--- config.mk ---
export PLATFORM = sky130hd
export DESIGN_NAME = peak_bin_max_picker
export DESIGN_NICKNAME = d
export VERILOG_FILES = /design/src/pbm_pkg.sv /design/src/pbm_div.sv /design/src/pbm_ctrl.sv /design/src/pbm_dpath.sv /design/src/peak_bin_max_picker.sv
export SDC_FILE = /design/constraint.sdc
export NUM_CORES = 2
export LEC_CHECK = 0
export BUFFER_PORTS_ARGS = -buffer_cell sky130_fd_sc_hd__buf_4
export CAP_MARGIN = 20
export CORE_ASPECT_RATIO = 0.9
export CORE_UTILIZATION = 43
export CTS_CLUSTER_DIAMETER = 120
export CTS_CLUSTER_SIZE = 10
export DETAILED_ROUTE_END_ITERATION = 10
export REMOVE_ABC_BUFFERS = 1
export SYNTH_ARGS = -nofsm -noshare
export SYNTH_HDL_FRONTEND = slang
export SYNTH_SLANG_ARGS = --single-unit
export TNS_END_PERCENT = 5
--- constraint.sdc ---
create_clock -name clk_i -period 6.6 [get_ports clk_i]
set_clock_uncertainty 0.05 [all_clocks]
set_input_delay 1.32 -clock clk_i [delete_from_list [all_inputs] [get_ports clk_i]]
set_output_delay 1.32 -clock clk_i [all_outputs]
set_load 0.02 [all_outputs]
--- src/pbm_pkg.sv ---
// Package for the peak bin max picker: payload structs, register indexes,
// controller states and the command/status bundles between the controller and datapath.
// No dependencies.
package pbm_pkg;

  localparam int unsigned IM_BINS   = 32;
  localparam int unsigned SLOT_W    = $clog2(IM_BINS);
  localparam int unsigned COUNT_W   = $clog2(IM_BINS + 1);
  localparam int unsigned CFG_IDX_W = 3;
  localparam int unsigned CFG_DAT_W = 32;
  localparam int unsigned STEP_W    = 6;

  typedef enum logic [CFG_IDX_W-1:0] {
    REG_MZ_LOWER     = 3'd0,
    REG_MZ_UPPER     = 3'd1,
    REG_MZ_BIN_WIDTH = 3'd2,
    REG_IM_LOWER     = 3'd3,
    REG_IM_UPPER     = 3'd4,
    REG_IM_BIN_WIDTH = 3'd5,
    REG_IM_BIN_COUNT = 3'd6,
    REG_USE_IM       = 3'd7
  } cfg_reg_e;

  typedef struct packed {
    logic [23:0] spectrum_tag;
    logic [7:0]  charge;
    logic [31:0] mz;
    logic [31:0] intensity;
    logic [17:0] ion_mobility;
    logic        peak_present;
    logic        spectrum_end;
  } peak_in_t;

  typedef struct packed {
    logic [31:0] flat_bin;
    logic [23:0] entry_spectrum;
    logic [15:0] bin_offset;
    logic [7:0]  entry_charge;
    logic        last_of_run;
  } bin_out_t;

  typedef enum logic [3:0] {
    S_IDLE,
    S_CHECK,
    S_DIV_MZ,
    S_DIV_OFF,
    S_DIV_IM,
    S_DECIDE,
    S_FLUSH_PRE,
    S_PLACE,
    S_END_CHK,
    S_FLUSH_END
  } state_e;

  typedef struct packed {
    logic latch_in;
    logic start_mz;
    logic start_off;
    logic start_im;
    logic cap_bin;
    logic cap_off;
    logic cap_slot;
    logic place;
    logic emit;
    logic flush_end;
    logic finish_flush;
    logic close_bin;
  } cmd_t;

  typedef struct packed {
    logic mz_ok;
    logic im_ok;
    logic use_im;
    logic div_busy;
    logic slot_ok;
    logic need_pre;
    logic count_zero;
    logic idx_last;
    logic out_space;
    logic end_flag;
  } stat_t;

endpackage

--- src/pbm_div.sv ---
// Shift-subtract divider, one quotient bit per cycle, with a preset partial remainder.
// Depends on pbm_pkg.
module pbm_div (
  input  logic                       clk_i,
  input  logic                       rst_ni,
  input  logic                       start_i,
  input  logic [31:0]                rem_init_i,
  input  logic [31:0]                dividend_i,
  input  logic [31:0]                divisor_i,
  input  logic [pbm_pkg::STEP_W-1:0] steps_i,
  output logic                       busy_o,
  output logic [31:0]                quo_o,
  output logic [31:0]                rem_o
);

  logic [31:0]                rem_q, rem_d, quo_q, quo_d, dvd_q, dvd_d, dsr_q, dsr_d;
  logic [pbm_pkg::STEP_W-1:0] cnt_q, cnt_d;
  logic [32:0]                trial;
  logic                       ge;

  assign trial = {rem_q, dvd_q[31]};
  assign ge    = trial >= {1'b0, dsr_q};

  always_comb begin
    rem_d = rem_q;
    quo_d = quo_q;
    dvd_d = dvd_q;
    dsr_d = dsr_q;
    cnt_d = cnt_q;
    if (start_i) begin
      rem_d = rem_init_i;
      quo_d = '0;
      dvd_d = dividend_i;
      dsr_d = divisor_i;
      cnt_d = steps_i;
    end else if (cnt_q != '0) begin
      rem_d = ge ? 32'(trial - {1'b0, dsr_q}) : trial[31:0];
      quo_d = {quo_q[30:0], ge};
      dvd_d = {dvd_q[30:0], 1'b0};
      cnt_d = cnt_q - 1'b1;
    end
  end

  always_ff @(posedge clk_i or negedge rst_ni) begin
    if (!rst_ni) begin
      cnt_q <= '0;
    end else begin
      cnt_q <= cnt_d;
    end
  end

  always_ff @(posedge clk_i) begin
    rem_q <= rem_d;
    quo_q <= quo_d;
    dvd_q <= dvd_d;
    dsr_q <= dsr_d;
  end

  assign busy_o = cnt_q != '0;
  assign quo_o  = quo_q;
  assign rem_o  = rem_q;

endmodule

--- src/pbm_ctrl.sv ---
// Controller state machine for the peak bin max picker.
// Depends on pbm_pkg; drives the datapath through cmd_t and reads stat_t.
module pbm_ctrl (
  input  logic           clk_i,
  input  logic           rst_ni,
  input  logic           in_valid_i,
  output logic           in_ready_o,
  input  pbm_pkg::stat_t stat_i,
  output pbm_pkg::cmd_t  cmd_o
);

  pbm_pkg::state_e state_q, state_d;

  always_comb begin
    state_d = state_q;
    case (state_q)
      pbm_pkg::S_IDLE: begin
        if (in_valid_i) state_d = pbm_pkg::S_CHECK;
      end
      pbm_pkg::S_CHECK: begin
        if (stat_i.mz_ok && stat_i.im_ok) state_d = pbm_pkg::S_DIV_MZ;
        else                              state_d = pbm_pkg::S_END_CHK;
      end
      pbm_pkg::S_DIV_MZ: begin
        if (!stat_i.div_busy) state_d = pbm_pkg::S_DIV_OFF;
      end
      pbm_pkg::S_DIV_OFF: begin
        if (!stat_i.div_busy) state_d = stat_i.use_im ? pbm_pkg::S_DIV_IM : pbm_pkg::S_DECIDE;
      end
      pbm_pkg::S_DIV_IM: begin
        if (!stat_i.div_busy) state_d = pbm_pkg::S_DECIDE;
      end
      pbm_pkg::S_DECIDE: begin
        if (!stat_i.slot_ok)      state_d = pbm_pkg::S_END_CHK;
        else if (stat_i.need_pre) state_d = pbm_pkg::S_FLUSH_PRE;
        else                      state_d = pbm_pkg::S_PLACE;
      end
      pbm_pkg::S_FLUSH_PRE: begin
        if (stat_i.out_space && stat_i.idx_last) state_d = pbm_pkg::S_PLACE;
      end
      pbm_pkg::S_PLACE: begin
        state_d = stat_i.end_flag ? pbm_pkg::S_FLUSH_END : pbm_pkg::S_IDLE;
      end
      pbm_pkg::S_END_CHK: begin
        state_d = stat_i.end_flag ? pbm_pkg::S_FLUSH_END : pbm_pkg::S_IDLE;
      end
      pbm_pkg::S_FLUSH_END: begin
        if (stat_i.count_zero || (stat_i.out_space && stat_i.idx_last)) begin
          state_d = pbm_pkg::S_IDLE;
        end
      end
      default: state_d = pbm_pkg::S_IDLE;
    endcase
  end

  always_comb begin
    cmd_o      = '0;
    in_ready_o = 1'b0;
    case (state_q)
      pbm_pkg::S_IDLE: begin
        in_ready_o      = 1'b1;
        cmd_o.latch_in  = in_valid_i;
      end
      pbm_pkg::S_CHECK: begin
        cmd_o.start_mz = stat_i.mz_ok && stat_i.im_ok;
      end
      pbm_pkg::S_DIV_MZ: begin
        cmd_o.cap_bin   = !stat_i.div_busy;
        cmd_o.start_off = !stat_i.div_busy;
      end
      pbm_pkg::S_DIV_OFF: begin
        cmd_o.cap_off  = !stat_i.div_busy;
        cmd_o.start_im = !stat_i.div_busy && stat_i.use_im;
      end
      pbm_pkg::S_DIV_IM: begin
        cmd_o.cap_slot = !stat_i.div_busy;
      end
      pbm_pkg::S_FLUSH_PRE: begin
        cmd_o.emit         = stat_i.out_space;
        cmd_o.finish_flush = stat_i.out_space && stat_i.idx_last;
      end
      pbm_pkg::S_PLACE: begin
        cmd_o.place = 1'b1;
      end
      pbm_pkg::S_FLUSH_END: begin
        cmd_o.flush_end    = 1'b1;
        cmd_o.emit         = !stat_i.count_zero && stat_i.out_space;
        cmd_o.finish_flush = !stat_i.count_zero && stat_i.out_space && stat_i.idx_last;
        cmd_o.close_bin    = stat_i.count_zero || (stat_i.out_space && stat_i.idx_last);
      end
      default: begin
        cmd_o = '0;
      end
    endcase
  end

  always_ff @(posedge clk_i or negedge rst_ni) begin
    if (!rst_ni) begin
      state_q <= pbm_pkg::S_IDLE;
    end else begin
      state_q <= state_d;
    end
  end

endmodule

--- src/pbm_dpath.sv ---
// Datapath: configuration registers, input latch, divider, per-slot store,
// order list and output register. Depends on pbm_pkg and pbm_div.
module pbm_dpath (
  input  logic                              clk_i,
  input  logic                              rst_ni,
  input  logic                              cfg_we_i,
  input  logic [pbm_pkg::CFG_IDX_W-1:0]     cfg_idx_i,
  input  logic [pbm_pkg::CFG_DAT_W-1:0]     cfg_data_i,
  input  pbm_pkg::peak_in_t                 in_data_i,
  output logic                              out_valid_o,
  input  logic                              out_ready_i,
  output pbm_pkg::bin_out_t                 out_data_o,
  input  pbm_pkg::cmd_t                     cmd_i,
  output pbm_pkg::stat_t                    stat_o
);

  localparam int unsigned SW = pbm_pkg::SLOT_W;
  localparam int unsigned CW = pbm_pkg::COUNT_W;

  // configuration
  logic [31:0] mz_lower_q, mz_upper_q, mz_bw_q;
  logic [17:0] im_lower_q, im_upper_q, im_bw_q;
  logic [5:0]  im_count_q;
  logic        use_im_q;

  pbm_pkg::peak_in_t pk_q;

  logic [31:0] bin_q, cur_bin_q, slot_q;
  logic [15:0] off_q;
  logic        bin_open_q;

  logic [pbm_pkg::IM_BINS-1:0] slot_valid_q;
  logic [31:0] best_q  [pbm_pkg::IM_BINS];
  logic [15:0] soff_q  [pbm_pkg::IM_BINS];
  logic [23:0] sspec_q [pbm_pkg::IM_BINS];
  logic [7:0]  schg_q  [pbm_pkg::IM_BINS];
  logic [SW-1:0] order_q [pbm_pkg::IM_BINS];
  logic [CW-1:0] count_q;
  logic [SW-1:0] idx_q;

  pbm_pkg::bin_out_t out_q;
  logic              out_valid_q;

  // divider hookup
  logic                       div_start, div_busy;
  logic [31:0]                div_init, div_dvd, div_dsr, div_quo, div_rem;
  logic [pbm_pkg::STEP_W-1:0] div_steps;
  logic [31:0]                mz_w;
  logic [17:0]                im_w, im_d;
  logic [47:0]                scaled;

  assign mz_w   = (mz_bw_q == '0) ? 32'd1 : mz_bw_q;
  assign im_w   = (im_bw_q == '0) ? 18'd1 : im_bw_q;
  assign im_d   = pk_q.ion_mobility - im_lower_q;
  // remainder times 65535
  assign scaled = {div_rem, 16'h0000} - {16'h0000, div_rem};

  always_comb begin
    div_start = cmd_i.start_mz || cmd_i.start_off || cmd_i.start_im;
    div_init  = '0;
    div_dvd   = pk_q.mz - mz_lower_q;
    div_dsr   = mz_w;
    div_steps = pbm_pkg::STEP_W'(32);
    if (cmd_i.start_off) begin
      div_init  = scaled[47:16];
      div_dvd   = {scaled[15:0], 16'h0000};
      div_steps = pbm_pkg::STEP_W'(16);
    end else if (cmd_i.start_im) begin
      div_dvd   = {im_d, 14'h0000};
      div_dsr   = {14'h0000, im_w};
      div_steps = pbm_pkg::STEP_W'(18);
    end
  end

  pbm_div u_div (
    .clk_i      (clk_i),
    .rst_ni     (rst_ni),
    .start_i    (div_start),
    .rem_init_i (div_init),
    .dividend_i (div_dvd),
    .divisor_i  (div_dsr),
    .steps_i    (div_steps),
    .busy_o     (div_busy),
    .quo_o      (div_quo),
    .rem_o      (div_rem)
  );

  // status
  logic [SW-1:0] pslot, fslot;
  logic          idx_last, out_space;

  assign pslot     = slot_q[SW-1:0];
  assign fslot     = order_q[idx_q];
  assign idx_last  = {1'b0, idx_q} == CW'(count_q - 1'b1);
  assign out_space = !out_valid_q || out_ready_i;

  always_comb begin
    stat_o            = '0;
    stat_o.mz_ok      = pk_q.peak_present && (pk_q.mz >= mz_lower_q) && (pk_q.mz < mz_upper_q);
    stat_o.im_ok      = !use_im_q ||
                        ((pk_q.ion_mobility >= im_lower_q) && (pk_q.ion_mobility < im_upper_q));
    stat_o.use_im     = use_im_q;
    stat_o.div_busy   = div_busy;
    stat_o.slot_ok    = !use_im_q ||
                        ((slot_q < {26'h0, im_count_q}) && (slot_q < pbm_pkg::IM_BINS));
    stat_o.need_pre   = bin_open_q && (bin_q != cur_bin_q) && (count_q != '0);
    stat_o.count_zero = count_q == '0;
    stat_o.idx_last   = idx_last;
    stat_o.out_space  = out_space;
    stat_o.end_flag   = pk_q.spectrum_end;
  end

  // configuration writes
  always_ff @(posedge clk_i or negedge rst_ni) begin
    if (!rst_ni) begin
      mz_lower_q <= 32'd26214400;
      mz_upper_q <= 32'd131072000;
      mz_bw_q    <= 32'd6554;
      im_lower_q <= 18'd39322;
      im_upper_q <= 18'd111411;
      im_bw_q    <= 18'd655;
      im_count_q <= 6'd32;
      use_im_q   <= 1'b0;
    end else if (cfg_we_i) begin
      case (pbm_pkg::cfg_reg_e'(cfg_idx_i))
        pbm_pkg::REG_MZ_LOWER:     mz_lower_q <= cfg_data_i;
        pbm_pkg::REG_MZ_UPPER:     mz_upper_q <= cfg_data_i;
        pbm_pkg::REG_MZ_BIN_WIDTH: mz_bw_q    <= cfg_data_i;
        pbm_pkg::REG_IM_LOWER:     im_lower_q <= cfg_data_i[17:0];
        pbm_pkg::REG_IM_UPPER:     im_upper_q <= cfg_data_i[17:0];
        pbm_pkg::REG_IM_BIN_WIDTH: im_bw_q    <= cfg_data_i[17:0];
        pbm_pkg::REG_IM_BIN_COUNT: im_count_q <= cfg_data_i[5:0];
        pbm_pkg::REG_USE_IM:       use_im_q   <= cfg_data_i[0];
        default:                   use_im_q   <= use_im_q;
      endcase
    end
  end

  // payload registers
  always_ff @(posedge clk_i) begin
    if (cmd_i.latch_in) pk_q <= in_data_i;
    if (cmd_i.cap_bin)  bin_q <= div_quo;
    if (cmd_i.cap_off) begin
      off_q  <= div_quo[15:0];
      slot_q <= '0;
    end
    if (cmd_i.cap_slot) slot_q <= div_quo;
    if (cmd_i.place) begin
      if (!slot_valid_q[pslot]) begin
        best_q[pslot]  <= pk_q.intensity;
        soff_q[pslot]  <= off_q;
        sspec_q[pslot] <= pk_q.spectrum_tag;
        schg_q[pslot]  <= pk_q.charge;
        if (count_q < CW'(pbm_pkg::IM_BINS)) order_q[count_q[SW-1:0]] <= pslot;
      end else if (pk_q.intensity > best_q[pslot]) begin
        best_q[pslot] <= pk_q.intensity;
        soff_q[pslot] <= off_q;
      end
    end
    if (cmd_i.emit) begin
      out_q.flat_bin       <= use_im_q ? 32'(cur_bin_q * im_count_q + {26'h0, fslot})
                                       : cur_bin_q;
      out_q.entry_spectrum <= sspec_q[fslot];
      out_q.bin_offset     <= soff_q[fslot];
      out_q.entry_charge   <= schg_q[fslot];
      out_q.last_of_run    <= idx_last && (cmd_i.flush_end || !pk_q.spectrum_end);
    end
  end

  // control state
  always_ff @(posedge clk_i or negedge rst_ni) begin
    if (!rst_ni) begin
      cur_bin_q    <= '0;
      bin_open_q   <= 1'b0;
      slot_valid_q <= '0;
      count_q      <= '0;
      idx_q        <= '0;
      out_valid_q  <= 1'b0;
    end else begin
      if (cmd_i.emit)          out_valid_q <= 1'b1;
      else if (out_ready_i)    out_valid_q <= 1'b0;
      if (cmd_i.place) begin
        cur_bin_q  <= bin_q;
        bin_open_q <= 1'b1;
        if (!slot_valid_q[pslot]) begin
          slot_valid_q[pslot] <= 1'b1;
          if (count_q < CW'(pbm_pkg::IM_BINS)) count_q <= count_q + 1'b1;
        end
      end
      if (cmd_i.emit) slot_valid_q[fslot] <= 1'b0;
      // hold the order list empty once the last entry has gone out
      if (cmd_i.finish_flush) begin
        count_q <= '0;
        idx_q   <= '0;
      end else if (cmd_i.emit) begin
        idx_q <= idx_q + 1'b1;
      end
      if (cmd_i.close_bin) bin_open_q <= 1'b0;
    end
  end

  assign out_valid_o = out_valid_q;
  assign out_data_o  = out_q;

  a_count_bound: assert property (@(posedge clk_i) disable iff (!rst_ni)
    count_q <= CW'(pbm_pkg::IM_BINS))
    else $error("occupied count past slot limit");

  a_emit_nonempty: assert property (@(posedge clk_i) disable iff (!rst_ni)
    cmd_i.emit |-> count_q != '0)
    else $error("flush emitted with no occupied slot");

  a_flush_clears: assert property (@(posedge clk_i) disable iff (!rst_ni)
    cmd_i.finish_flush |=> (count_q == '0) && (idx_q == '0))
    else $error("order list not cleared after flush");

  a_place_valid: assert property (@(posedge clk_i) disable iff (!rst_ni)
    cmd_i.place |=> slot_valid_q[$past(pslot)])
    else $error("placed slot not marked valid");

endmodule

--- src/peak_bin_max_picker.sv ---
// Peak bin max picker: per m/z bin (and IM slot) keeps the most intense peak.
// A peak out of range or a bare end mark skips the divider. A kept 1D peak runs the
// one-bit-per-cycle divider for its m/z bin (32 steps) and offset (16 steps); in IM mode
// (also for an IM peak dropped on the slot limit) an 18-step slot division follows.
// A flush sends out one entry per cycle unless the output stalls.
// Reset clears control state and loads register defaults; slot data is unreset.
module peak_bin_max_picker (
  input  logic                          clk_i,
  input  logic                          rst_ni,
  input  logic                          cfg_we_i,
  input  logic [pbm_pkg::CFG_IDX_W-1:0] cfg_idx_i,
  input  logic [pbm_pkg::CFG_DAT_W-1:0] cfg_data_i,
  input  logic                          in_valid_i,
  output logic                          in_ready_o,
  input  pbm_pkg::peak_in_t             in_data_i,
  output logic                          out_valid_o,
  input  logic                          out_ready_i,
  output pbm_pkg::bin_out_t             out_data_o
);

  pbm_pkg::cmd_t  cmd;
  pbm_pkg::stat_t stat;

  pbm_ctrl u_ctrl (
    .clk_i      (clk_i),
    .rst_ni     (rst_ni),
    .in_valid_i (in_valid_i),
    .in_ready_o (in_ready_o),
    .stat_i     (stat),
    .cmd_o      (cmd)
  );

  pbm_dpath u_dpath (
    .clk_i       (clk_i),
    .rst_ni      (rst_ni),
    .cfg_we_i    (cfg_we_i),
    .cfg_idx_i   (cfg_idx_i),
    .cfg_data_i  (cfg_data_i),
    .in_data_i   (in_data_i),
    .out_valid_o (out_valid_o),
    .out_ready_i (out_ready_i),
    .out_data_o  (out_data_o),
    .cmd_i       (cmd),
    .stat_o      (stat)
  );

endmodule

==> metrics.cfg <==
[timing]
period_share_pct = 94.0
tns_ps = 0
period_minus_slack_ps = 6200
hold_viol = 0
maxClockFrequency_mhz = 161
setup_violations = 0
maxSlewHeadroom_pct = 21.5
maxSlewViolCount = 0
worst_pin_slew_ps = 1180
rsz0062_at_grt = no

[clock_tree]
numCtsBuffers = 376
cts_sinks = 3374
path_clk_slew_ps = 60
clk_latency_ps = 930
cts-root-buf = clkbuf_16
htree_levels = 5
cts_tree = done
clock_path_buffers = 4

[pwr]
p_per_area_nw_per_um2 = 407
vdd_drop_max_mv = 0.719
leakage_uw = 0.0574

[die]
rows = 199
die_area_sq_um = 331000
dieHeight_um = 546
start_util_pct = 43.3
die_w_um = 607
ioPinCount = 239
core_area_sq_um = 327000

[logic_synthesis]
synth_seq_cells = 3374
synth-seq-area-share_pct = 70.5
yosysTopAreaCellShare_pct = 65.6
avgSynthCellArea_sq_um = 15.8
synth_edf_count = 3093
syn_area_sq_um = 141000
yosys_warnings = 0
syn_inst = 8983
ys_types = 84
synth-main-ff-cell = edfxtp_1
yosys-top-cells-area = edfxtp_1 66%, mux4_2 5.7%, dfrtp_1 3.6%, mux2i_1 3.1%, nand2_1 2.9%
ys_async_sr_fraction_pct = 7.23
yosys.area.top_type = edfxtp_1

[setup_path]
required_ps = 7190
end_kind = flop
path_class = reg -> reg
critPathArrivalTime_ps = 6800
startpoint_type = flop
path_max_fanout = 38

[grt]
grt_pass1_vias = 81400
grt_max_degree = 184
grt_first_pass_wirelength_um = 576000
grt_util_all_layers_pct = 23.8
antenna_found_initial = 16
overflow = 0

[route]
via_per_inst = 5.88
drtIter0Drc = 10100
wl_met1_um = 169000
routed.top_layer = met5
dr_total_vias = 82000
met3_length_um = 37000
detail-route-antenna-nets = 0
postRouteWirelength_um = 400000
first_pass_iters = 6
drc = 0
wl_met2_um = 182000
wl_per_cell_um = 28.6

[worst_hold_path]
hold_path_class = in -> async

[job]
cap_violations = 0

[layout]
area_delta_synth_final_pct = 14.1
final_net_count = 10000
drive_gt1_share_pct = 17.0
layout_common_cells = 3093 x edfxtp_1, 1081 x nand2_1, 600 x a21oi_1
final_common_cell = edfxtp_1
fin_cells = 14000
nFillCells = 27100
post-route-util_pct = 49.4

[placement]
portBuffers = 238
globalplace.congestion = 0.872
dp_cells = 13400
hpwl_um = 235000

[run_status]
status = finished, final reports clean

repair_timing:
item / 4_1_cts / 5_1_grt
buffers inserted: 0 / 0
setup endpoints to repair: 0 / 1
resized for setup: 0 / 1
hold buffers: 0 / 0
hold endpoints to repair: 0 / 0
layout make-up:
cell class | instances | area [sq um] | share of cell area, %
Sequential cell | 3374 | 99800 | 61.8
Multi-Input combinational cell | 4947 | 39600 | 24.5
Clock buffer | 505 | 9970 | 6.17
Tap cell | 4321 | 5410 | 3.35
Timing Repair Buffer | 547 | 5360 | 3.32
Inverter | 230 | 885 | 0.548
Clock inverter | 26 | 433 | 0.268
Antenna cell | 4 | 10.0 | 0.00620
where the power goes:
part	switching, uW	leakage (uW)	internal, uW
logic	13500	0.0216	6850
registers	1300	0.0308	25500
clock network	8170	0.00500	10400
state kept, by name (all words and copies together), names as in the netlist, 81 cells and up, named ones only:
name	flops
u_dpath.schg_q	256
u_dpath.best_q	1024
u_dpath.order_q	160
u_dpath.pk_q	115
u_dpath.out_data_o	81
u_dpath.soff_q	512
u_dpath.sspec_q	768
routing by layer:
| layer | vias to the layer above | global-route usage, % |
|---|---|---|
| met5 | - | 0 |
| met4 | 16 | 6.66 |
| met3 | 634 | 4.55 |
| met2 | 3761 | 36.7 |
| met1 | 42200 | 34.6 |
| li1 | 35300 | - |
final timing paths:
check                                                      from                                end  slack [ps]  cells past startpoint
setup / recovery                   u_dpath.idx_q[0]$_DFFE_PN0P_   u_dpath.out_data_o[78]$_DFFE_PP_         400                     19
hold / removal                                           rst_ni  u_dpath.mz_upper_q[9]$_DFFE_PN0P_         420                      1
setup reg to reg                   u_dpath.idx_q[0]$_DFFE_PN0P_   u_dpath.out_data_o[78]$_DFFE_PP_         400                     19
hold reg to reg            u_dpath.u_div.quo_o[31]$_SDFFE_PN0P_        u_dpath.bin_q[31]$_DFFE_PP_         420                      0
max in group asynchronous                                rst_ni       u_dpath.idx_q[0]$_DFFE_PN0P_        4570                      2
min in group clk_i         u_dpath.u_div.quo_o[31]$_SDFFE_PN0P_        u_dpath.bin_q[31]$_DFFE_PP_         420                      0
cell families (layout without fill, tap and decap cells):
logic type	count (synthesis)	count (layout)	share of synthesized area, %
xor gates and xnor gates	179	179	1.11
buffers and inverters	662	1308	1.98
DFF	3374	3374	70.5
muxes	952	952	10.0
other	0	4	0
adders and majority gates	369	369	3.87
AOI/OAI and AO/OA	1348	1348	5.68
and+or+nand+nor	2099	2099	6.82
per-stage QoR:
step / cell area (sq um) / setup WS (ps) / hold slack (ps) / total power, uW
2_1_floorplan: 140000 / -43640 / 372 / 40300
3_3_place_gp: 151000 / 358 / 403 / 47000
3_5_place_dp: 151000 / 417 / 404 / 47300
4_1_cts: 161000 / 386 / 418 / 65900
5_1_grt: 161000 / 76.8 / 440 / 68300
6_report: 161000 / 399 / 419 / 65700
cell usage after synthesis (17+ instances only):
| cell type | number |
|---|---|
| and3_1 | 29 |
| ha_1 | 255 |
| nor2b_1 | 28 |
| nand2_1 | 1094 |
| clkbuf_1 | 235 |
| nor3_1 | 43 |
| o21a_1 | 23 |
| inv_1 | 227 |
| o21ai_0 | 189 |
| edfxtp_1 | 3093 |
| mux2_2 | 148 |
| a31oi_1 | 34 |
| or3_1 | 17 |
| dfxtp_1 | 37 |
| nor4_1 | 182 |
| fa_1 | 114 |
| mux4_2 | 358 |
| o21bai_1 | 17 |
| a21oi_1 | 600 |
| dfstp_2 | 41 |
| xor2_1 | 47 |
| xnor2_1 | 132 |
| buf_1 | 43 |
| nand4_1 | 41 |
| a21o_1 | 77 |
| a211oi_1 | 21 |
| and2_1 | 222 |
| nand2b_1 | 32 |
| a22o_1 | 18 |
| dfrtp_1 | 203 |
| nand3_1 | 99 |
| nor2_1 | 262 |
| buf_4 | 21 |
| o22a_1 | 18 |
| o22ai_1 | 230 |
| o211ai_1 | 21 |
| buf_2 | 121 |
| mux2i_1 | 445 |
worst max-delay path, cell delays in order (launching register included):
cell       delay, ps
dfrtp_2          490
buf_12           310
mux4_2           530
and3_1           240
o41ai_4          360
buf_4            230
inv_16            40
ha_1             270
ha_1             220
fa_1             500
a211oi_1         430
o21ai_0          220
a21oi_1          330
o211ai_1         200
a31oi_1          400
o21bai_1         100
a21oi_1          220
nor2b_1          100
o2111ai_1        180
or3b_2           470
(Power assumes the default switching activity.)
